===== src/rtl/core/ttn_pkg.sv =====
// ----------------------------------------------------------------------------
// ttn_pkg
// shared types and constants for the tick to ntp timestamp core
// ----------------------------------------------------------------------------
`default_nettype none

package ttn_pkg;

    localparam int TICK_W  = 64;   // tick counter width
    localparam int SECS_W  = 32;   // ntp seconds width
    localparam int FRAC_W  = 32;   // ntp fraction width
    localparam int FREQ_W  = 32;   // tick frequency width
    localparam int CFG_W   = 64;   // widest configuration register
    localparam int CFG_IDX_W = 2;

    // quotient bits kept: low seconds bits and the fraction
    localparam int QUOT_W  = SECS_W + FRAC_W;
    // total dividend bits walked: elapsed ticks then fraction zeros
    localparam int DIV_STEPS = TICK_W + FRAC_W;

    localparam int STEPS_PER_STAGE_DEF = 4;

    localparam logic [CFG_IDX_W-1:0] REG_BASE_TICKS = 2'd0;
    localparam logic [CFG_IDX_W-1:0] REG_TICK_FREQ  = 2'd1;
    localparam logic [CFG_IDX_W-1:0] REG_BASE_SECS  = 2'd2;

    localparam logic [FREQ_W-1:0] TICK_FREQ_RESET = 32'd1000000;
    localparam logic [SECS_W-1:0] NTP_UNIX_OFFSET = 32'd2208988800;

    // partial division state carried down the pipeline
    typedef struct packed {
        logic [FREQ_W-1:0] rem;    // running remainder, always below the divisor
        logic [TICK_W-1:0] dvd;    // dividend bits still to shift in, msb first
        logic [QUOT_W-1:0] quot;   // quotient bits collected so far
    } div_state_t;

endpackage

`default_nettype wire


===== src/rtl/core/ttn_div_stage.sv =====
// ----------------------------------------------------------------------------
// ttn_div_stage
// one registered slice of the restoring divider, STEPS quotient bits per slice
// ----------------------------------------------------------------------------
`default_nettype none

module ttn_div_stage
    import ttn_pkg::*;
#(
    parameter int STEPS = STEPS_PER_STAGE_DEF
) (
    input  wire logic              clk,
    input  wire logic              rst_n,
    input  wire logic              advance,
    input  wire logic [FREQ_W-1:0] divisor,
    input  wire logic              prev_valid,
    input  wire div_state_t        prev_state,
    output logic                   stage_valid,
    output div_state_t             stage_state
);

    logic       valid_reg;
    div_state_t state_reg;
    div_state_t state_next;

    always_comb
    begin
        logic [FREQ_W:0] trial;
        logic [FREQ_W:0] diff;
        state_next = prev_state;
        for (int i = 0; i < STEPS; i++)
        begin
            trial = {state_next.rem, state_next.dvd[TICK_W-1]};
            diff  = trial - {1'b0, divisor};
            state_next.dvd = {state_next.dvd[TICK_W-2:0], 1'b0};
            if (trial >= {1'b0, divisor})
            begin
                state_next.rem  = diff[FREQ_W-1:0];
                state_next.quot = {state_next.quot[QUOT_W-2:0], 1'b1};
            end
            else
            begin
                state_next.rem  = trial[FREQ_W-1:0];
                state_next.quot = {state_next.quot[QUOT_W-2:0], 1'b0};
            end
        end
    end

    always_ff @(posedge clk or negedge rst_n)
    begin
        if (!rst_n)
        begin
            valid_reg <= 1'b0;
        end
        else if (advance)
        begin
            valid_reg <= prev_valid;
        end
    end

    always_ff @(posedge clk)
    begin
        if (advance)
        begin
            state_reg <= state_next;
        end
    end

    assign stage_valid = valid_reg;
    assign stage_state = state_reg;

endmodule

`default_nettype wire


===== config.mk =====
export PLATFORM = sky130hd
export DESIGN_NAME = ttn_div_stage
export DESIGN_NICKNAME = d
export VERILOG_FILES = /design/src/rtl/core/ttn_pkg.sv /design/src/rtl/core/ttn_div_stage.sv
export SDC_FILE = /design/constraint.sdc
export NUM_CORES = 1
export LEC_CHECK = 0
export BUFFER_PORTS_ARGS = -buffer_cell sky130_fd_sc_hd__buf_2
export CAP_MARGIN = 20
export CELL_PAD_IN_SITES_DETAIL_PLACEMENT = 1
export CELL_PAD_IN_SITES_GLOBAL_PLACEMENT = 1
export CORE_ASPECT_RATIO = 1.5
export CORE_MARGIN = 2
export CORE_UTILIZATION = 30
export DETAILED_ROUTE_END_ITERATION = 6
export PLACE_DENSITY = 0.63
export SETUP_SLACK_MARGIN = 0.3
export SYNTH_ARGS = -nofsm -noshare
export SYNTH_HDL_FRONTEND = slang
export SYNTH_SLANG_ARGS = --single-unit

===== constraint.sdc =====
create_clock -name clk -period 1.2 [get_ports clk]
set_clock_uncertainty 0.2 [all_clocks]
set_input_delay 0.12 -clock clk [delete_from_list [all_inputs] [get_ports clk]]
set_output_delay 0.12 -clock clk [all_outputs]
set_load 0.005 [all_outputs]

Yosys cells after proc, flatten, opt, wreduce, memory -nomap -nowiden
Cells that the tools add are included.
- magnitude comparators: 4
- multiplexer cells: 8
- add/sub/neg operators: 4
- operators with widths (kind ; count):
    greater-or-equal comparator 33 x 32 -> 1 bit ; 4
    two-way mux 32 bit ; 4
    subtractor 32 bit ; 4
    two-way mux 1 bit ; 4
- bits in registers: 157

Longest topological paths before layout
Gate-level depths: netlist (run 1).
- depth after elaboration: 8
- mapped depth: 56
- mapped depth without buffers: 51

Worst setup path after synthesis (run 1)
Ideal clock, no wire load.
- path type: in2reg
- from: input divisor[26]
- to: register state_reg, in the netlist stage_state[155] (data pin)
- slack: -10.475 ns
- stages: 56
- buffers on the path: 9
- setup time: 0.261 ns
- required time: 0.739 ns
- data arrival time: 11.214 ns
- path through: inv_1 ha_1 clkbuf_1 and4_1 and3_1 and4_1 a221o_1 a211oi_1 o21a_1 inv_1 buf_2 buf_1 mux2i_1 inv_1 ha_1 clkbuf_1 a21oi_1 o211ai_1 [20 not listed] nor2_4 inv_4 buf_2 mux2_2 ha_1 clkbuf_1 a211oi_1 nand2_1 or3_1 a2111oi_0 o31ai_1 o21ai_0 a21oi_1 nor2_1 o21ai_0 o31a_4 buf_6 a221o_1
- RTL lines (element ; line ; RTL):
    start, declared ; ttn_div_stage.sv:15 ; input wire logic [FREQ_W-1:0] divisor,
    end signal, assigned ; ttn_div_stage.sv:65 ; state_reg <= state_next;
    end, declared ; ttn_div_stage.sv:23 ; div_state_t state_reg;

==> flow_summary.yaml, run 1 <==
sta:
  setup_viol: 193
  setup-tns-final_ps: -323040
  tightest_slew_ps: 832
  max-slew-margin-rel_pct: 44.3
  grt_setup_unrepaired: "yes"
  final-max-slew-violation-count: 0
  hold_viol: 6
  finalCriticalPeriod_ps: 10420
  whs_ps: -254
  fin_crit_sh_pct: 868
  fmax_ghz: 0.0960
  setup_slack_ps: -9220
power_and_ir_drop:
  total_power_uw: 73200
  vdd_drop_max_mv: 1.69
  power.density_nw_per_um2: 3160
  leakagePower_uw: 0.0108
hold_path:
  hold_class: "in2reg"
  hold_depth: 2
cts:
  cts_buffer_depth: 2
  cts_buffers: 17
  clock_latency_ps: 420
  ctsHoldBuffers: 122
  clock-sinks: 157
  cts.htree.levels: 4
  tritoncts: "done"
  clock-root-buffer: "clkbuf_16"
  clkTransAtPathRegs_ps: 70
detailed_routing:
  routedWlPerCell_um: 21.7
  dr.pass1.iters: 5
  num_vias: 15291
  drc: 0
  postRouteAntennaNets: 0
  drtIter0Drc: 707
  routed_via_density: 5.11
  drt_wl_total_um: 64900
global_routing:
  gr-usage-all-layers_pct: 27.8
  grt_max_degree: 46
  grt_pass1_vias: 17003
  grt_pass1_wl_um: 96300
  overflow: 0
  antenna_found_initial: 0
status:
  status: "complete, but fails checks"
  violations: "negative hold slack, negative setup slack"
synthesis:
  ys_warn_count: 0
  synth_cell_types: 78
  synth_common_cells: "156 x edfxtp_1, 130 x a21oi_1, 128 x ha_1, 102 x nand2_1, 80 x nor2_1"
  synth_top_family_by_area: "compound AO/OA/AOI/OAI gates"
  syn_area_um2: 12900
  synth.area.mux_share_pct: 4.29
  ys.flop_type: "edfxtp_1"
  yosys.area.top_type: "edfxtp_1"
  synthXorXnorAreaFrac_pct: 7.11
  synth_top_area_share_pct: 36.2
  synth-simple-area-share_pct: 13.5
  yosysMostFrequentCell: "edfxtp_1"
  synth_edf_count: 156
  syn-mean-instance-area_um2: 9.73
  synthAdderAreaFrac_pct: 13.0
  ys_seq_area_share_pct: 36.4
  synthCells: 1329
  synth_compound_area_share_pct: 21.9
  yosys_register_bits: 157
  ys_async_sr_fraction_pct: 0.637
  ys_top_cells_by_area: "edfxtp_1 36%, ha_1 12%, xnor2_1 5.1%, a21oi_1 5.0%, mux2_2 3.5%"
layout:
  drive_gt1_share_pct: 50.5
  finalNonFillerCells: 2992
  n_antenna_cell: 0
  fin_util_pct: 54.2
  fin_nets: 2737
  syn_to_final_growth_pct: 79.1
floorplan:
  start_util_pct: 30.3
  rows: 93
  core-area_um2: 42700
  die_x_um: 174
  die_y_um: 258
  num_io_pins: 357
  fp.dieArea_um2: 44800
worst_setup_path:
  crit_arrival_ps: 10390
  worstPathRequired_ps: 1180
  max_stage_delay_ps: 480
  slowest_stage: "a2111o_1"
  r2r_cells: 1
  cp_max_fo: 14
  criticalPathCategory: "in2reg"
  worst_setup_path_end_kind: "flip-flop"
  start_kind: "input port"
  critPathMostFrequentCell: "buf_12"
place:
  detailedPlace.worstSlack_ps: -10280
  dp_cells: 2764
  io_buffers: 348
  gp_congestion: 0.895
  dp_hpwl_um: 48400
flow_run:
  maxCapViolCount: 0
power by group:
part | total, uW | internal, uW | switching, uW
Combinational | 59200 | 30600 | 28700
Sequential | 8560 | 8230 | 331
Clock | 5380 | 2780 | 2600
Total | 73200 | 41600 | 31600
metrics by stage:
stage / hold slack, ps / area, um2
after floorplan: -376 / 13300
after global placement: -305 / 19700
after detailed placement: -303 / 19700
after CTS: -270 / 22500
after global routing: -272 / 23200
final: -254 / 23200
layer usage:
layer | part of all wire [%] | track usage (%) | routed length, um | vias up
met5 | 0 | 0 | 0 | -
met4 | 6.7 | 18.5 | 4370 | 0
met3 | 3.4 | 3.26 | 2180 | 169
met2 | 53 | 53.9 | 34700 | 483
met1 | 36 | 27.7 | 23700 | 7426
li1 | - | - | - | 7213
flip-flops by register name, indices dropped and copies added (netlist names):
register / count
stage_state: 156
stage_valid: 1
path summary, 6_finish.rpt:
path | to | from | slack, ps
min in group asynchronous | stage_valid$_DFFE_PN0P_ | rst_n | 360
hold / removal | stage_valid$_DFFE_PN0P_ | prev_valid | -250
setup / recovery | stage_state[157]$_DFFE_PP_ | divisor[12] | -9220
setup reg to reg | stage_valid$_DFFE_PN0P_ | stage_valid$_DFFE_PN0P_ | 240
hold reg to reg | stage_valid$_DFFE_PN0P_ | stage_valid$_DFFE_PN0P_ | 350
max in group asynchronous | stage_valid$_DFFE_PN0P_ | rst_n | 340
worst max-delay path: cells and delay by family:
| kind | cells | cell delay (ps) |
|---|---|---|
| adder cells (fa/ha/maj) | 4 | 1020 |
| multiplexers | 3 | 920 |
| AO/OA/AOI/OAI | 24 | 5280 |
| buffers and inverters | 12 | 1430 |
| AND/OR/NAND/NOR | 7 | 1570 |
logic make-up after synthesis:
kind of cell             Yosys count
multiplexers                      50
adder cells (fa/ha/maj)          132
buffers and inverters            115
XOR/XNOR                         105
AND/OR/NAND/NOR                  351
flip-flops                       157
other                              1
AO/OA/AOI/OAI                    418
placed cells by master (no fill, tap or decap), types with 9 or more instances in the layout:
cell           synthesis  final
buf_4                  4    589
ha_4                   0     35
inv_1                 76     61
a211o_1               10     10
o211ai_1               9      9
a221o_1               30     29
edfxtp_1             156    156
nand2_1              102     99
a21oi_2                0     25
xor2_1                30     30
ha_1                 128     86
a21oi_1              130    103
a31oi_1               12     11
dlygate4sd3_1          0    122
nor3_1                14     12
xnor2_1               75     75
and3_1                40     34
o21ai_0               79     48
o21ai_2                0     16
a21o_1                45     45
nand3_1               24     21
o21ai_1                0     11
nand2b_1              11     11
o21a_1                22     20
nand4_1               19     19
mux2_2                40     36
nor2_1                80     76
buf_2                 11    340
o21bai_1              10     10
buf_12                 0      9
nor2b_1               20     20
buf_6                  3     23
clkbuf_16              0     17
timing repair:
action,4_1_cts,5_1_grt
pin swaps,61,44
gates resized for setup,149,90
hold endpoints to repair,127,6
gates cloned,6,0
setup endpoints to repair,194,194
setup buffers,45,23
final cells by class:
class,instances,area (um2)
clock buffer,17,425
clock inverter,15,158
fill,4864,19500
inverter,77,340
multi-input combinational,1063,8840
sequential,157,4710
tap,570,713
timing repair buffer,1092,7960
timing repair inverter,1,16.3
Note: power is estimated with default switching activity, not from simulation.
==> run 2: changes to the inputs <==
--- a/config.mk
+++ b/config.mk
@@ -15,6 +15,7 @@
 export DETAILED_ROUTE_END_ITERATION = 6
 export PLACE_DENSITY = 0.63
 export SETUP_SLACK_MARGIN = 0.3
+export SKIP_CTS_REPAIR_TIMING = 1
 export SYNTH_ARGS = -nofsm -noshare
 export SYNTH_HDL_FRONTEND = slang
 export SYNTH_SLANG_ARGS = --single-unit
==> flow_summary.yaml, run 2 (synthesis results as in run 1) <==
layout:
  multi_input_area_um2: 8770
  drive_gt1_share_pct: 49.6
  seq_area_um2: 4710
  final_cell_mix: "564 x buf_4, 342 x buf_2, 156 x edfxtp_1"
  largest_reg_flops: 156
  fin_area_um2: 22800
  n_antenna_cell: 0
  fin_util_pct: 53.4
  fin_nets: 2706
  mostFrequentLayoutCell: "buf_4"
  n_fill_cell: 4890
  syn_to_final_growth_pct: 76.5
cts:
  tritoncts: "done"
  clock-root-buffer: "clkbuf_16"
  cts_buffer_depth: 2
  cts_buffers: 17
  clock-sinks: 157
  cts.htree.levels: 4
  clock_latency_ps: 420
  clkTransAtPathRegs_ps: 70
global_routing:
  grt_pass1_vias: 15484
  overflow: 0
  grt_max_degree: 46
  grt_pass1_wl_um: 85100
  gr-usage-all-layers_pct: 24.4
  antenna_found_initial: 0
power_and_ir_drop:
  leakagePower_uw: 0.0106
  power.density_nw_per_um2: 3110
  vdd_drop_max_mv: 1.84
  total_power_uw: 71100
sta:
  fin_crit_sh_pct: 899
  hold_viol: 6
  max-slew-margin-rel_pct: 49.4
  fmax_ghz: 0.0927
  grt_setup_unrepaired: "yes"
  whs_ps: -258
  finalCriticalPeriod_ps: 10780
  final-max-slew-violation-count: 0
  tightest_slew_ps: 755
  setup_viol: 193
  setup_slack_ps: -9580
flow_run:
  maxCapViolCount: 0
detailed_routing:
  drt_wl_total_um: 63100
  drc: 0
  routedWlPerCell_um: 21.3
  postRouteAntennaNets: 0
  num_vias: 15062
  drtIter0Drc: 557
  routed_via_density: 5.09
  dr.pass1.iters: 5
status:
  violations: "negative hold slack, negative setup slack"
  status: "complete, but fails checks"
floorplan:
  num_io_pins: 357
  start_util_pct: 30.3
  rows: 93
  core-area_um2: 42700
  die_x_um: 174
  die_y_um: 258
  fp.dieArea_um2: 44800
worst_setup_path:
  worstPathRequired_ps: 1160
  cp_max_fo: 8
  critPathMostFrequentCell: "ha_4"
  start_kind: "input port"
  crit_arrival_ps: 10750
  worst_setup_path_end_kind: "flip-flop"
  criticalPathCategory: "in2reg"
  slowest_stage: "a2111o_1"
  max_stage_delay_ps: 510
hold_path:
  hold_class: "in2reg"
place:
  gp_congestion: 0.895
  dpl_cell_area_um2: 19700
  dp_hpwl_um: 48400
  io_buffers: 348
-- run 2: power by group --
| part | switching, uW | total [uW] | leakage [uW] | internal [uW] |
|---|---|---|---|---|
| Combinational | 27600 | 57100 | 0.00880 | 29500 |
| Sequential | 336 | 8560 | 0.00154 | 8230 |
| Clock | 2590 | 5370 | 0.000275 | 2780 |
| Total | 30600 | 71100 | 0.0106 | 40500 |
-- run 2: area by class of cell --
| cell class | instances | share of cell area, % |
|---|---|---|
| Clock inverter | 15 | 0.691 |
| Timing Repair Buffer | 1062 | 33.7 |
| Tap cell | 570 | 3.13 |
| Inverter | 77 | 1.50 |
| Sequential cell | 157 | 20.6 |
| Multi-Input combinational cell | 1061 | 38.4 |
| Timing Repair inverter | 2 | 0.0877 |
| Clock buffer | 17 | 1.86 |
-- run 2: critical path: cells and delay by family --
family / cells / cell delay, ps
multiplexers: 3 / 840
AO/OA/AOI/OAI: 27 / 5620
AND/OR/NAND/NOR: 7 / 1760
adder cells (fa/ha/maj): 4 / 990
buffers and inverters: 11 / 1360
-- run 2: through the flow --
step	TNS, ps	std cells	worst slack, ps
finish	-335550	2961	-9580
global route	-349760	2961	-9850
CTS	-347320	2796	-9870
detailed placement	-350650	2764	-10280
global placement	-340340	2764	-10010
floorplan	-318330	1332	-9340
-- run 2: worst paths after layout --
kind | startpoint | to | slack, ps | cells after the start
hold / removal | prev_valid | stage_valid$_DFFE_PN0P_ | -260 | 2
max in group asynchronous | rst_n | stage_valid$_DFFE_PN0P_ | 330 | 3
setup / recovery | divisor[12] | stage_state[151]$_DFFE_PP_ | -9580 | 52
hold reg to reg | stage_valid$_DFFE_PN0P_ | stage_valid$_DFFE_PN0P_ | 360 | 1
setup reg to reg | stage_valid$_DFFE_PN0P_ | stage_valid$_DFFE_PN0P_ | 230 | 1
min in group asynchronous | rst_n | stage_valid$_DFFE_PN0P_ | 360 | 3
-- run 2: per-layer routing --
layer  up-vias  wire length, um  global-route usage (%)
met4         0             4030                    11.3
met1      7303            23300                    24.8
li1       7144                -                       -
met3       148             2010                    2.86
met5         -                0                       0
met2       467            33700                    48.9
==> run 3: changes to the inputs <==
--- a/config.mk
+++ b/config.mk
@@ -13,7 +13,7 @@
 export CORE_MARGIN = 2
 export CORE_UTILIZATION = 30
 export DETAILED_ROUTE_END_ITERATION = 6
-export PLACE_DENSITY = 0.63
+export PLACE_DENSITY = 0.65
 export SETUP_SLACK_MARGIN = 0.3
 export SKIP_CTS_REPAIR_TIMING = 1
 export SYNTH_ARGS = -nofsm -noshare
==> flow_summary.yaml, run 3 (synthesis results as in run 1) <==
worst_setup_path:
  max_stage_delay_ps: 520
  worst-r2r-setup-slack_ps: 230
  crit_arrival_ps: 10720
  worstPathRequired_ps: 1170
  start_kind: "input port"
  cp_num_cells: 52
  cp_max_fo: 8
  r2r_cells: 1
  criticalPathCategory: "in2reg"
  worst_setup_path_end_kind: "flip-flop"
  cp.buffers_inverters: 11
  slowest_stage: "a2111o_1"
  cp_top_family: "compound AO/OA/AOI/OAI gates"
power_and_ir_drop:
  p_int_uw: 40400
  leakagePower_uw: 0.0107
  total_power_uw: 70300
  comb_power_share_pct: 79.3
  netSwitchingFraction_pct: 42.6
  power.density_nw_per_um2: 3100
  power.share.clock_pct: 8.5
  p_sw_uw: 29900
  seqPwrFrac_pct: 12.2
  vdd_drop_max_mv: 1.66
hold_path:
  hold_class: "in2reg"
  hold_depth: 1
sta:
  whs_ps: -271
  setup-tns-final_ps: -333610
  setup_slack_ps: -9540
  grt_setup_unrepaired: "yes"
  hold_viol: 17
  final-max-slew-violation-count: 0
  fmax_ghz: 0.0931
  max-slew-margin-rel_pct: 52.9
  setup_viol: 193
  fin_crit_sh_pct: 895
  finalCriticalPeriod_ps: 10740
  tightest_slew_ps: 698
floorplan:
  die_y_um: 258
  fp.dieArea_um2: 44800
  core-area_um2: 42700
  start_util_pct: 30.3
  num_io_pins: 357
  rows: 93
  die_x_um: 174
global_routing:
  grt_pass1_vias: 15669
  gr-usage-all-layers_pct: 24.2
  grt_pass1_wl_um: 84200
  grt_max_degree: 33
  antenna_found_initial: 2
  overflow: 0
layout:
  fin_nets: 2717
  finalNonFillerCells: 2972
  largest_reg_flops: 156
  fin_area_um2: 22700
  fin_util_pct: 53.1
  final_cell_mix: "578 x buf_4, 342 x buf_2, 156 x edfxtp_1"
  drive_gt1_share_pct: 48.3
  mostFrequentLayoutCell: "buf_4"
  syn_to_final_growth_pct: 75.5
detailed_routing:
  drc: 0
  postRouteAntennaNets: 0
  drtIter0Drc: 619
  routed_via_density: 5.09
  drt_wl_total_um: 62800
  dr.pass1.iters: 4
  num_vias: 15139
  routedWlPerCell_um: 21.1
place:
  io_buffers: 348
  dp_hpwl_um: 48800
  dp_cells: 2784
  gp_congestion: 0.939
  dpl_cell_area_um2: 19900
cts:
  clock-root-buffer: "clkbuf_16"
  clock-sinks: 157
  cts.htree.levels: 4
  clock_latency_ps: 420
  tritoncts: "done"
  cts_buffers: 17
  clkTransAtPathRegs_ps: 70
  cts_buffer_depth: 2
status:
  violations: "negative hold slack, negative setup slack"
  status: "complete, but fails checks"
flow_run:
  maxCapViolCount: 0
## run 3: cell types whose count changed in the layout (fill, tap and decap cells not counted), sizes merged
cell	before	now
bufinv	0	4
clkinv	8	4
o31a	9	10
clkinvlp	7	5
diode	0	1
buf	938	949
## run 3: cell type report
cell class / count / area [um2]
flip-flops and latches: 157 / 4710
inverters: 77 / 342
fillers: 4915 / 20000
diodes: 1 / 2.50
multi-input cells: 1062 / 8510
clock buffers: 17 / 425
repair buffers: 1073 / 7760
clock inverters: 14 / 224
well taps: 570 / 713
repair inverters: 1 / 8.76
## run 3: path summary, 6_finish.rpt
path                                          from                         end
setup / recovery                       divisor[12]  stage_state[149]$_DFFE_PP_
hold / removal                             advance    stage_state[3]$_DFFE_PP_
setup reg to reg           stage_valid$_DFFE_PN0P_     stage_valid$_DFFE_PN0P_
hold reg to reg            stage_valid$_DFFE_PN0P_     stage_valid$_DFFE_PN0P_
max in group asynchronous                    rst_n     stage_valid$_DFFE_PN0P_
min in group asynchronous                    rst_n     stage_valid$_DFFE_PN0P_
## run 3: metrics by stage
step	hold WS, ps	worst slack [ps]
2_1_floorplan	-376	-9340
3_3_place_gp	-305	-10010
3_5_place_dp	-302	-10180
4_1_cts	-761	-9760
5_1_grt	-289	-9800
6_report	-271	-9540
## run 3: routing by layer
layer	global-route usage (%)	up-vias	share of wire (%)
met5	0	-	0.021
met4	11.9	2	6.3
met3	2.70	159	3.6
met2	48.0	471	54
met1	24.8	7354	37
li1	-	7153	-
## run 3: power groups by stage
stage                     Combinational (uW)  Sequential (uW)  Clock (uW)
after detailed placement               48800             8690           0
final                                  55700             8580        5980
after global routing                   59400             8670        6320
after floorplan                        27000             8730           0
after CTS                              49000             8580        6080
after global placement                 47100             8680           0
